<file path="src/design/lfl_pkg.sv">
package lfl_pkg;

  localparam int TABLE_DEPTH = 17;
  localparam int WORD_W      = 32;
  localparam int OUT_W       = 31;
  localparam int IDX_W       = $clog2(TABLE_DEPTH);
  localparam int BIT_W       = $clog2(WORD_W);

  localparam logic [WORD_W-1:0] LCG_MULT  = 32'd1664525;
  localparam logic [WORD_W-1:0] LCG_RESET = 32'h404DC89E;

  localparam logic [IDX_W-1:0] LONG_RESET  = IDX_W'(16);
  localparam logic [IDX_W-1:0] SHORT_RESET = IDX_W'(4);
  localparam logic [IDX_W-1:0] LAST_IDX    = IDX_W'(TABLE_DEPTH - 1);

  // seed moduli
  localparam int MOD_A = 177;
  localparam int MOD_B = 167;
  localparam int MOD_C = 157;
  localparam int MOD_D = 147;

  // 256^n mod k for bytes 1..3 of the congruential word
  localparam int BW_A1 = 256 % MOD_A;
  localparam int BW_A2 = (BW_A1 * 256) % MOD_A;
  localparam int BW_A3 = (BW_A2 * 256) % MOD_A;
  localparam int BW_B1 = 256 % MOD_B;
  localparam int BW_B2 = (BW_B1 * 256) % MOD_B;
  localparam int BW_B3 = (BW_B2 * 256) % MOD_B;
  localparam int BW_C1 = 256 % MOD_C;
  localparam int BW_C2 = (BW_C1 * 256) % MOD_C;
  localparam int BW_C3 = (BW_C2 * 256) % MOD_C;
  localparam int BW_D1 = 256 % MOD_D;
  localparam int BW_D2 = (BW_D1 * 256) % MOD_D;
  localparam int BW_D3 = (BW_D2 * 256) % MOD_D;

  // fill recurrences
  localparam int FILL_M  = 179;
  localparam int FILL_D  = 169;
  localparam int FILL_DM = 53;

  // floor reciprocals: estimate low by at most one, fixed by one subtract
  localparam int Q_SHIFT  = 23;
  localparam int RECIP_M  = (1 << Q_SHIFT) / FILL_M;
  localparam int QD_SHIFT = 14;
  localparam int RECIP_D  = (1 << QD_SHIFT) / FILL_D;
  localparam int RECIP_S  = 18;
  localparam int RECIP_A  = (1 << RECIP_S) / MOD_A;
  localparam int RECIP_B  = (1 << RECIP_S) / MOD_B;
  localparam int RECIP_C  = (1 << RECIP_S) / MOD_C;
  localparam int RECIP_DS = (1 << RECIP_S) / MOD_D;

  typedef enum logic {
    OP_DRAW = 1'b0,
    OP_SEED = 1'b1
  } op_t;

  typedef enum logic [2:0] {
    ST_IDLE,
    ST_DRAW,
    ST_DIV,
    ST_LOAD,
    ST_FILL
  } state_t;

  typedef enum logic [1:0] {
    DV_FOLD,
    DV_QUOT,
    DV_REM
  } div_phase_t;

  typedef enum logic [2:0] {
    PH_MUL_AB,
    PH_MUL_C,
    PH_QUOT,
    PH_REM,
    PH_BIT
  } fill_phase_t;

  typedef struct packed {
    logic              draw_start;
    logic              seed_start;
    logic              draw_finish;
    logic              div_step;
    div_phase_t        div_phase;
    logic              fill_load;
    logic              fill_run;
    fill_phase_t       phase;
    logic              word_write;
    logic [IDX_W-1:0]  word_addr;
  } ctl_cmd_t;

  typedef struct packed {
    logic out_busy;
  } dp_status_t;

  function automatic logic [IDX_W-1:0] clamp_index(logic [IDX_W-1:0] i);
    return (i > LAST_IDX) ? LAST_IDX : i;
  endfunction

  function automatic logic [IDX_W-1:0] step_down(logic [IDX_W-1:0] i);
    return (i == '0) ? LAST_IDX : i - IDX_W'(1);
  endfunction

  function automatic logic [WORD_W-1:0] default_word(logic [IDX_W-1:0] i);
    logic [WORD_W-1:0] w;
    unique case (i)
      5'd0:    w = 32'hC5B191E9;
      5'd1:    w = 32'hF2C4A426;
      5'd2:    w = 32'hCB46D09C;
      5'd3:    w = 32'hB612EADF;
      5'd4:    w = 32'h57CE4A07;
      5'd5:    w = 32'h3963E451;
      5'd6:    w = 32'h47A6C699;
      5'd7:    w = 32'h57FA4D15;
      5'd8:    w = 32'hBDA044E7;
      5'd9:    w = 32'hD0C15F5F;
      5'd10:   w = 32'hF37E75A3;
      5'd11:   w = 32'h101A61FF;
      5'd12:   w = 32'h34A21D1D;
      5'd13:   w = 32'hF11874EE;
      5'd14:   w = 32'h70FBD4FC;
      5'd15:   w = 32'hFE7CA439;
      default: w = 32'hC47087BA;
    endcase
    return w;
  endfunction

endpackage

</file>
<file path="src/design/lfl_controller.sv">
module lfl_controller import lfl_pkg::*; (
  input  logic       clk,
  input  logic       rst,
  input  logic       in_valid,
  input  logic       operation,
  input  dp_status_t status,
  output logic       in_ready,
  output ctl_cmd_t   cmd
);

  state_t           state, state_next;
  fill_phase_t      phase, phase_next;
  div_phase_t       div_phase, div_phase_next;
  logic [BIT_W-1:0] bit_cnt, bit_cnt_next;
  logic [IDX_W-1:0] word_cnt, word_cnt_next;
  logic             is_draw;
  logic             last_bit;

  assign is_draw  = (op_t'(operation) == OP_DRAW);
  assign last_bit = (bit_cnt == BIT_W'(WORD_W - 1));

  always_ff @(posedge clk) begin
    if (rst) begin
      state     <= ST_IDLE;
      phase     <= PH_MUL_AB;
      div_phase <= DV_FOLD;
      bit_cnt   <= '0;
      word_cnt  <= '0;
    end else begin
      state     <= state_next;
      phase     <= phase_next;
      div_phase <= div_phase_next;
      bit_cnt   <= bit_cnt_next;
      word_cnt  <= word_cnt_next;
    end
  end

  always_comb begin
    state_next     = state;
    phase_next     = phase;
    div_phase_next = div_phase;
    bit_cnt_next   = bit_cnt;
    word_cnt_next  = word_cnt;
    unique case (state)
      ST_IDLE: begin
        if (in_valid) begin
          if (is_draw) begin
            state_next = ST_DRAW;
          end else begin
            state_next     = ST_DIV;
            div_phase_next = DV_FOLD;
          end
        end
      end
      ST_DRAW: begin
        if (!status.out_busy) begin
          state_next = ST_IDLE;
        end
      end
      ST_DIV: begin
        unique case (div_phase)
          DV_FOLD: div_phase_next = DV_QUOT;
          DV_QUOT: div_phase_next = DV_REM;
          DV_REM:  state_next     = ST_LOAD;
          default: div_phase_next = DV_FOLD;
        endcase
      end
      ST_LOAD: begin
        state_next    = ST_FILL;
        phase_next    = PH_MUL_AB;
        bit_cnt_next  = '0;
        word_cnt_next = '0;
      end
      ST_FILL: begin
        unique case (phase)
          PH_MUL_AB: phase_next = PH_MUL_C;
          PH_MUL_C:  phase_next = PH_QUOT;
          PH_QUOT:   phase_next = PH_REM;
          PH_REM:    phase_next = PH_BIT;
          PH_BIT: begin
            phase_next   = PH_MUL_AB;
            bit_cnt_next = bit_cnt + BIT_W'(1);
            if (last_bit) begin
              word_cnt_next = word_cnt + IDX_W'(1);
              if (word_cnt == LAST_IDX) begin
                state_next = ST_IDLE;
              end
            end
          end
          default:   phase_next = PH_MUL_AB;
        endcase
      end
      default: state_next = ST_IDLE;
    endcase
  end

  always_comb begin
    in_ready        = (state == ST_IDLE);
    cmd             = '0;
    cmd.draw_start  = (state == ST_IDLE) && in_valid && is_draw;
    cmd.seed_start  = (state == ST_IDLE) && in_valid && !is_draw;
    cmd.draw_finish = (state == ST_DRAW) && !status.out_busy;
    cmd.div_step    = (state == ST_DIV);
    cmd.div_phase   = div_phase;
    cmd.fill_load   = (state == ST_LOAD);
    cmd.fill_run    = (state == ST_FILL);
    cmd.phase       = phase;
    cmd.word_write  = (state == ST_FILL) && (phase == PH_BIT) && last_bit;
    cmd.word_addr   = word_cnt;
  end

endmodule

</file>
<file path="config.mk">
export PLATFORM = sky130hd
export DESIGN_NAME = lfl_controller
export DESIGN_NICKNAME = d
export VERILOG_FILES = /design/src/design/lfl_pkg.sv /design/src/design/lfl_controller.sv
export SDC_FILE = /design/constraint.sdc
export NUM_CORES = 1
export LEC_CHECK = 0
export BUFFER_PORTS_ARGS = -buffer_cell sky130_fd_sc_hd__buf_2
export CORE_MARGIN = 5
export CORE_UTILIZATION = 50
export CTS_BUF_LIST = sky130_fd_sc_hd__clkbuf_2
export CTS_CLUSTER_DIAMETER = 80
export DETAILED_ROUTE_END_ITERATION = 6
export PLACE_DENSITY = 0.83
export RECOVER_POWER = 50
export SYNTH_ARGS = -nofsm -noshare
export SYNTH_HDL_FRONTEND = slang
export SYNTH_SLANG_ARGS = --single-unit
</file>
<file path="constraint.sdc">
create_clock -name clk -period 5.75 [get_ports clk]
set_clock_uncertainty 0.05 [all_clocks]
set_input_delay 0.575 -clock clk [delete_from_list [all_inputs] [get_ports clk]]
set_output_delay 0.575 -clock clk [all_outputs]
set_load 0.03 [all_outputs]
</file>
**After elaboration in Yosys (flattened, before gate mapping)**

Cells that the tools add are included.

- Word-level logic and storage cells: 63
- Output and inout port bits: 18
- Input bits: 5
- Register bits: 18

- Bitwise operators: 1
- Reduce and logical (&&, ||, !) cells: 16
- Add/subtract/negate cells: 2
- Muxes and demuxes: 19
- Equal/unequal tests: 20

Operators with widths:

| cell | count |
|---|---|
| case mux 5 bit (2 select lines) | 2 |
| two-way mux 3 bit | 6 |
| two-way mux 5 bit | 3 |
| case mux 3 bit (5 select lines) | 1 |
| == test 3 x 2 -> 1 bit (second input constant) | 4 |
| case mux 3 bit (4 select lines) | 1 |
| adder 5 x 1 -> 5 bit (second input constant) | 2 |
| == test 5 bit (second input constant) | 2 |
| inequality test 2 x 1 -> 1 bit (second input constant) | 4 |
| inequality test 2 bit (second input constant) | 4 |
| == test 3 x 1 -> 1 bit (second input constant) | 2 |
| == test 3 bit (second input constant) | 2 |
| logical AND 1 bit | 6 |
| logical NOT 3 bit | 2 |
| two-way mux 2 bit | 3 |
| case mux 2 bit (3 select lines) | 1 |
| case mux 3 bit (2 select lines) | 1 |
| AND reduction 6 bit | 1 |
| case mux 2 bit (2 select lines) | 1 |
| AND reduction 4 bit | 1 |
| nonzero test 2 bit | 2 |
| AND reduction 3 bit | 1 |
| == test 2 x 1 -> 1 bit (second input constant) | 1 |
| == test 2 bit (second input constant) | 1 |
| other kinds (4) | 4 |

**Logic depth before layout (Yosys ltp)**

Gate-level depths: netlist of the first run.

- Word-level depth: 5
- Depth in mapped cells: 7
- Mapped depth without buffers: 6

**Worst setup path before layout of the first run**

OpenSTA, ideal clock, no wires.

- Path kind: reg2out
- Start point: register state[0]
- End point: output port cmd[16] (netlist bit)
- Buffers on the path: 1
- Cell stages (with the launch flop): 4
- Slack: 3,465 ps
- Arrival: 1,660 ps
- Required time: 5,125 ps
- Cells stage by stage: dfxtp_1 -> clkbuf_1 -> or3_1 -> nor3b_1

RTL lines:

| element | RTL line | text |
|---|---|---|
| start: declaration | lfl_controller.sv:11 | `state_t state, state_next;` |
| start signal: assignment | lfl_controller.sv:30 | `state <= state_next;` |
| end: declaration | lfl_controller.sv:8 | `output ctl_cmd_t cmd` |

==> impl_metrics.json, run 1 <==
{
  "outcome": "complete, no violations",
  "overflow": 0,
  "grt_pass1_wl_um": 3750,
  "p_sw_uw": 61.0,
  "std_cell_rows": 16,
  "drt-initial-drc-count": 24,
  "slowest_delay_ns": 0.64,
  "worstHoldEndpoint": "bit_cnt[3]",
  "path_buf_inv": 2,
  "first_global_vias": 872,
  "stdcell_count": 161,
  "synth_cells": 118,
  "min_from": "bit_cnt[3]",
  "reg2regPathDepth": 3,
  "combPwrFrac": 0.132,
  "die_area_mm2": 0.00303,
  "syn_area_mm2": 0.00101,
  "synth_flop_cell": "dfxtp_1",
  "htree_levels": 1,
  "synth_top_area_cell": "dfxtp_1",
  "final.setup.tns_ns": 0,
  "synth_edf_count": 0,
  "cts_resized": 0,
  "synthesis.area_per_instance_um2": 8.60,
  "fin_area_mm2": 0.00112,
  "antenna_found_initial": 0,
  "port_buffers": 22,
  "drive_gt1_frac": 0.149,
  "synth_nets": 127,
  "place.gp.congestion": 0.816,
  "routed_via_density": 5.94,
  "r2r_slack_ns": 3.61,
  "cp_max_fo": 18,
  "powerDensity_mw_per_mm2": 189,
  "critPathKind": "register to primary output",
  "clk_pin_slew_ns": 0.18,
  "drt-wirelength-per-cell_um": 13.5,
  "clockBufferDepth": 2,
  "boundaryPins": 23,
  "p_clk_frac": 0.253,
  "hold_buffers": 0,
  "crit_required_ns": 5.12,
  "async_flop_share": 0,
  "path_cells": "or3b_1 -> inv_2 -> buf_2",
  "peakVddDrop_v": 0.000145,
  "p_total_uw": 212,
  "netlist_top_cells_area": "dfxtp_1 (36%), ha_1 (4.9%), a21oi_1 (4.4%)",
  "num_vias": 956,
  "placed_cell_area_mm2": 0.00112,
  "rr_endpoint": "bit_cnt[3]",
  "drv_slew": 0,
  "clock_latency_ns": 0.31,
  "crit_arrival_ns": 1.90,
  "critPathLaunchType": "register",
  "slowest_stage": "or3b_1",
  "start_util": 0.523,
  "p_seq_frac": 0.615,
  "netlist.area_leader.share": 0.355,
  "fin_util": 0.579,
  "rsz0062_at_grt": "false",
  "min_path_cells": 2,
  "cts_tree": "built",
  "cts_sinks": 18,
  "drc_errors": 0,
  "finalSetupViolCount": 0,
  "hold_viol_final": 0,
  "swShare": 0.287,
  "synth-seq-area-share": 0.355,
  "min_path_type": "register to register",
  "detail-route-antenna-nets": 0,
  "p_int_uw": 151,
  "leakage_nw": 0.417,
  "layout.nets": 144,
  "post_cts_buffers": 0,
  "num_antenna_cells": 0,
  "syn_to_final_growth_pct": 10.9,
  "fmax_mhz": 396,
  "worstMarginPinSlew_ns": 0.553,
  "ys_types": 38,
  "core_area_mm2": 0.00194,
  "die_w_um": 55.1,
  "cts_buffers": 3,
  "cp-end-kind": "primary output",
  "dp.cells": 157,
  "grt_max_degree": 21,
  "critPathTopFamily": "simple AND/OR/NAND/NOR gates",
  "maxCapViolCount": 0,
  "min_period_over_period": 0.439,
  "ys_warn_count": 0,
  "slew_headroom": 0.632,
  "die_height_um": 55.1,
  "final.min_clock_period_ns": 2.52,
  "wl_um": 2170,
  "cts_root_buf": "clkbuf_2",
  "grt_use_total": 0.169,
  "ys_ff_latch": 18,
  "drt-pass1-iter-count": 4,
  "reg2reg_from": "state[2]",
  "hpwl_um": 1570
}
flip-flops by register name (all words and copies together), names as in the netlist:
name and flops:
div_phase 2, state 3, bit_cnt 5, word_cnt 5, phase 3
routing by layer:
layer  global-route usage  vias up  wire length, um
met5                    0        -                0
met4               0.0729        0               32
met3               0.0241        5              123
met2                0.295       18             1050
met1                0.203      452              965
li1                     -      481                -
placed cells by master, fill, tap and decap left out, types with 2 or more instances in the layout:
cell type / Yosys / final
inv_1: 6 / 6
nand3_1: 9 / 9
nor3_1: 2 / 2
or3b_2: 2 / 2
or4_1: 3 / 3
nand4bb_1: 2 / 2
or3_1: 4 / 4
nand3b_1: 4 / 4
nor4b_1: 2 / 2
clkbuf_1: 8 / 10
dfxtp_1: 18 / 18
clkbuf_2: 1 / 3
o21ai_0: 2 / 2
nand2_1: 2 / 2
mux2i_1: 2 / 2
a21oi_1: 9 / 9
o2111ai_1: 2 / 2
a211oi_1: 4 / 4
ha_1: 4 / 4
o211ai_1: 6 / 6
o31ai_1: 5 / 5
buf_2: 1 / 12
nor2_1: 2 / 2
inv_2: 2 / 2
or3b_1: 2 / 2
nor3b_1: 2 / 2
kinds of logic after synthesis:
kind of cell | count (synthesis) | share of synthesized area
AOI/OAI and AO/OA | 32 | 0.215
muxes | 3 | 0.0308
and+or+nand+nor | 43 | 0.281
buffers and inverters | 18 | 0.0690
adders and majority gates | 4 | 0.0493
DFF | 18 | 0.355
power groups by stage:
stage / Clock (mW) / Sequential (mW) / Combinational [mW]
2_1_floorplan: 0 / 0.133 / 0.0211
3_3_place_gp: 0 / 0.133 / 0.0279
3_5_place_dp: 0 / 0.133 / 0.0284
4_1_cts: 0.0552 / 0.131 / 0.0285
5_1_grt: 0.0606 / 0.131 / 0.0307
6_report: 0.0537 / 0.131 / 0.0280
worst register-to-register path: cells and delay by family, from the launching register on:
family / cells / cell delay, ns
compound gates: 1 / 0.25
simple gates: 2 / 1.22
flops: 1 / 0.52
through the flow:
stage | hold WS, ns | setup slack [ns]
finish | 0.466 | 3.23
global route | 0.491 | 3.03
global placement | 0.427 | 3.65
detailed placement | 0.448 | 3.62
floorplan | 0.406 | 3.46
CTS | 0.471 | 3.23
cell type report:
class / count / area, um^2
clock inverter: 1 / 3.75
timing repair buffer: 22 / 97.6
multi-input combinational: 82 / 584
clock buffer: 3 / 15.0
inverter: 8 / 30.0
sequential: 18 / 360
tap: 27 / 33.8
fill: 186 / 817
synth_stat cells, types with 2 or more instances:
library cell and count:
nand3_1 9, inv_2 2, nor2_1 2, nor3_1 2
o31ai_1 5, ha_1 4, or3b_2 2, or4_1 3
o21ai_0 2, a211oi_1 4, or3_1 4, a21oi_1 9
o211ai_1 6, dfxtp_1 18, nor3b_1 2, nand4bb_1 2
inv_1 6, nand2_1 2, or3b_1 2, nor4b_1 2
nand3b_1 4, mux2i_1 2, clkbuf_1 8, o2111ai_1 2
how the worst max path moves through the flow:
stage,start,endpoint,slack [ns],cells past startpoint
finish,state[2],cmd[9],3.23,3
global placement,bit_cnt[0],cmd[5],3.65,6
floorplan,state[0],cmd[16],3.46,3
detailed placement,bit_cnt[0],cmd[5],3.62,6
CTS,state[2],cmd[9],3.23,3
global route,bit_cnt[0],cmd[5],3.03,6
(Power assumes the default switching activity.)
==> run 2, diff against run 1 <==
clock period = 2.6 ns   (was 5.75 ns; I/O delays follow)
==> run 2 against run 1 <==
  * Worst hold slack got worse by 0.26 ns
  * Count of clock-buffer cells in the layout did not move
  * Total power is 120% higher
  * Sequential power grew 120%
  * Via count fell by 0.31%
  * Global-route usage down 0.64 points
  * Non-clock buffer count unchanged
  * Critical path depth stayed put
  * Setup slack got worse by 2.8 ns
  * Core utilization decreased by 0.065 points
  * Register-to-register slack lost 3.1 ns
  * Sequential share of layout area about the same
  * Critical endpoint unchanged
  * Largest power group unchanged
==> impl_metrics.json, run 2 (synthesis results as in run 1) <==
{
  "routed_via_density": 5.92,
  "fin_area_mm2": 0.00112,
  "setup_ws_ns": 0.400,
  "outcome": "complete, no violations",
  "min_period_over_period": 0.846,
  "grt_use_total": 0.162,
  "final_cell_mix": "dfxtp_1 (18), buf_2 (11), clkbuf_1 (11), a21oi_1 (9), nand3_1 (9)",
  "clockBufferDepth": 2,
  "peakVddDrop_v": 0.000229,
  "boundaryPins": 23,
  "drc_errors": 0,
  "hpwl_um": 1550,
  "cts_sinks": 18,
  "slowest_delay_ns": 0.63,
  "drive_gt1_frac": 0.142,
  "path_cells": "or3b_1 -> inv_2 -> buf_2",
  "hold_buffers": 0,
  "antenna_found_initial": 0,
  "worstMarginPinSlew_ns": 0.541,
  "drt-wirelength-per-cell_um": 13.3,
  "fillers": 196,
  "final.setup.tns_ns": 0,
  "layout_commonest_cell": "dfxtp_1",
  "register_area_um2": 360,
  "powerDensity_mw_per_mm2": 419,
  "port_buffers": 22,
  "die_height_um": 55.1,
  "place.gp.congestion": 0.810,
  "crit_required_ns": 2.29,
  "hold_viol_final": 0,
  "drt-pass1-iter-count": 4,
  "std_cell_rows": 16,
  "placed_cell_area_mm2": 0.00112,
  "post_cts_buffers": 0,
  "cts_tree": "built",
  "num_vias": 953,
  "reg_top3": "bit_cnt: 5 flops, word_cnt: 5 flops",
  "die_area_mm2": 0.00303,
  "cp-end-kind": "primary output",
  "first_global_vias": 853,
  "final.min_clock_period_ns": 2.20,
  "overflow": 0,
  "wl_um": 2150,
  "drv_slew": 0,
  "detail-route-antenna-nets": 0,
  "post-place-ws_ns": 0.508,
  "min_path_type": "input port to register",
  "maxCapViolCount": 0,
  "rsz0062_at_grt": "false",
  "drt-initial-drc-count": 14,
  "htree_levels": 1,
  "critPathKind": "register to primary output",
  "whs_ns": 0.207,
  "slowest_stage": "or3b_1",
  "fmax_mhz": 454,
  "start_util": 0.523,
  "cts_resized": 0,
  "multiInputGateArea_um2": 584,
  "crit_arrival_ns": 1.89,
  "cts_root_buf": "clkbuf_2",
  "core_area_mm2": 0.00194,
  "layout.nets": 144,
  "syn_to_final_growth_pct": 10.7,
  "grt_pass1_wl_um": 3640,
  "die_w_um": 55.1,
  "num_antenna_cells": 0,
  "finalSetupViolCount": 0,
  "leakage_nw": 0.412,
  "grt_max_degree": 21,
  "clk_pin_slew_ns": 0.17,
  "cp_max_fo": 18,
  "slew_headroom": 0.639,
  "clock_latency_ns": 0.31,
  "cts_buffers": 3,
  "critPathLaunchType": "register"
}
-- run 2: cell count changes in the layout (fill, tap and decap cells not counted) --
| cell | before | now |
|---|---|---|
| clkbuf_1 | 10 | 11 |
| buf_2 | 12 | 11 |
-- run 2: cell type report --
class	count	area share
Multi-Input combinational cell	82	0.520
Sequential cell	18	0.321
Timing Repair Buffer	22	0.0857
Tap cell	27	0.0301
Inverter	8	0.0267
Clock buffer	3	0.0134
Clock inverter	1	0.00334
-- run 2: layer usage --
metal / track usage / wire, um / vias up
li1: - / - / 480
met5: 0 / 0 / -
met2: 0.281 / 1040 / 22
met3: 0.0268 / 110 / 4
met1: 0.197 / 976 / 447
met4: 0.0648 / 23 / 0
-- run 2: metrics by stage --
| step | utilization | total power [mW] | instances |
|---|---|---|---|
| final | 0.579 | 0.471 | 161 |
| after global routing | 0.579 | 0.494 | 161 |
| after CTS | 0.586 | 0.474 | 161 |
| after detailed placement | 0.576 | 0.358 | 157 |
| after global placement | 0.576 | 0.356 | 157 |
| after floorplan | - | 0.340 | 118 |
-- run 2: path summary, 6_finish.rpt --
check | start | endpoint | slack, ns | depth (start not counted)
worst max-delay path | state[2] | cmd[9] | 0.40 | 3
worst min-delay path | status | state[0] | 0.21 | 3
worst max register to register | state[2] | bit_cnt[3] | 0.50 | 3
worst min register to register | bit_cnt[4] | bit_cnt[4] | 0.46 | 2
-- run 2: worst max-delay path: cells and delay by family, from the launching register on --
kind                   cells  cell delay [ns]
AND/OR/NAND/NOR            1             0.63
flip-flops                 1             0.52
buffers and inverters      2             0.42
-- run 2: report_power, final --
group	leakage, nW	internal [mW]	switching [mW]
Sequential	0.145	0.281	0.00861
Combinational	0.253	0.0207	0.0410
Clock	0.0140	0.0334	0.0863
==> run 3, diff against run 2 <==
CORE_UTILIZATION = 49   (was 50)
PLACE_DENSITY = 0.84   (was 0.83)
clock period = 1.8 ns   (was 2.6 ns; I/O delays follow)
==> run 3 against run 2 <==
  * The flow now finishes with violations (setup timing)
  * Flip-flop and latch count is the same
  * Clock power grew 46%
  * Worst hold slack worse by 0.076 ns
  * First-iteration DRC count grew 79%
  * Die area rose by 1.7%
  * Sequential power grew 43%
==> impl_metrics.json, run 3 (synthesis results as in run 1) <==
{
  "drc_errors": 0,
  "drt-wirelength-per-cell_um": 15.4,
  "critPathTopFamily": "flip-flops",
  "cp_max_fo": 2,
  "reg_top3": "bit_cnt: 5 flops, word_cnt: 5 flops",
  "clock_latency_ns": 0.30,
  "antenna_found_initial": 0,
  "wl_um": 2750,
  "boundaryPins": 23,
  "combPwrFrac": 0.172,
  "layout.nets": 162,
  "overflow": 0,
  "clockBufferDepth": 2,
  "cts_buffers": 3,
  "drt-initial-drc-count": 25,
  "std_cell_rows": 16,
  "p_clk_frac": 0.247,
  "outcome": "complete, but fails checks",
  "grt_use_total": 0.170,
  "drive_gt1_frac": 0.401,
  "die_w_um": 55.5,
  "num_antenna_cells": 0,
  "start_util": 0.517,
  "final_cell_mix": "buf_4 (15), dfxtp_1 (13), buf_2 (10), a21oi_1 (9), nand3_1 (9)",
  "cts_root_buf": "clkbuf_2",
  "hold_viol_final": 0,
  "powerDensity_mw_per_mm2": 496,
  "leakage_nw": 0.547,
  "final.min_clock_period_ns": 1.85,
  "p_seq_frac": 0.582,
  "peakVddDrop_v": 0.000413,
  "num_vias": 1069,
  "worstMarginPinSlew_ns": 0.496,
  "crit_arrival_ns": 1.62,
  "drt-pass1-iter-count": 5,
  "fin_area_mm2": 0.00143,
  "violations": "setup timing",
  "p_sw_uw": 206,
  "critPathKind": "register to primary output",
  "port_buffers": 22,
  "routed_via_density": 5.97,
  "cp-end-kind": "primary output",
  "core_area_mm2": 0.00196,
  "slowest_stage": "dfxtp_2",
  "path_cells": "ha_4 -> and3_4 -> ha_4 -> nand4bb_4 -> buf_6 -> nor2_4 -> buf_6",
  "slowest_delay_ns": 0.39,
  "hpwl_um": 1840,
  "post-place-ws_ns": -0.120,
  "cts_sinks": 18,
  "cts_tree": "built",
  "p_total_uw": 708,
  "setup_ws_ns": -0.0469,
  "rsz0062_at_grt": "true",
  "fmax_mhz": 541,
  "placed_cell_area_mm2": 0.00125,
  "p_int_uw": 502,
  "drv_slew": 0,
  "place.gp.congestion": 0.808,
  "slew_headroom": 0.665,
  "hold_buffers": 0,
  "critPathLaunchType": "register",
  "die_area_mm2": 0.00308,
  "finalSetupViolCount": 3,
  "swShare": 0.291,
  "detail-route-antenna-nets": 0,
  "die_height_um": 55.5,
  "first_global_vias": 997,
  "clk_pin_slew_ns": 0.17,
  "syn_to_final_growth_pct": 40.7,
  "min_path_type": "input port to register",
  "crit_required_ns": 1.57,
  "htree_levels": 1,
  "path_buf_inv": 2,
  "grt_pass1_wl_um": 4260,
  "grt_max_degree": 21,
  "maxCapViolCount": 0,
  "layout_commonest_cell": "buf_4",
  "min_period_over_period": 1.03
}
[run 3: cell types whose count changed in the layout (fill, tap and decap cells not counted), moves of 4 or more]
| cell | before | now |
|---|---|---|
| dfxtp_1 | 18 | 13 |
| buf_4 | 0 | 15 |
| buf_6 | 0 | 8 |
| clkbuf_1 | 11 | 7 |
| dfxtp_2 | 0 | 5 |
[run 3: worst paths after layout]
path	cells past startpoint	slack (ns)	to	from
setup / recovery	7	-0.05	cmd[5]	bit_cnt[0]
hold / removal	3	0.13	state[0]	status
hold reg to reg	2	0.47	bit_cnt[2]	bit_cnt[2]
setup reg to reg	7	-0.04	word_cnt[2]	bit_cnt[0]
[run 3: power by group through the flow]
stage | clock network (mW) | registers (mW) | logic [mW]
2_1_floorplan | 0 | 0.423 | 0.0693
3_3_place_gp | 0 | 0.418 | 0.105
3_5_place_dp | 0 | 0.419 | 0.108
4_1_cts | 0.183 | 0.411 | 0.116
5_1_grt | 0.194 | 0.413 | 0.129
6_report | 0.175 | 0.412 | 0.122
[run 3: worst min-delay path, stage by stage]
cell and delay [ns]:
buf_2 0.12, nand3b_1 0.10, a211oi_1 0.07
[run 3: through the flow]
stage,TNS (ns),hold slack (ns),instances,utilization
after floorplan,0,0.313,118,-
after global placement,-0.0153,0.437,168,0.635
after detailed placement,-0.211,0.452,168,0.635
after CTS,-0.232,0.114,174,0.689
after global routing,-0.369,0.144,179,0.728
final,-0.131,0.131,179,0.728
[run 3: final cells by class]
cell class,count,area [um^2]
Timing Repair Buffer,40,279
Multi-Input combinational cell,82,694
Clock inverter,1,3.75
Inverter,8,35.0
Fill cell,151,534
Sequential cell,18,367
Tap cell,27,33.8
Clock buffer,3,15.0
[run 3: metal layers]
layer,track usage,routed length (um),vias up
li1,-,-,513
met1,0.193,1170,508
met2,0.279,1330,35
met3,0.0373,150,13
met4,0.122,95,0
met5,0,0,-
[run 3: repair_timing]
item	CTS	global route
endpoints found under the setup margin	9	10
setup buffers	2	5
pin swaps	4	3
resized for setup	19	14
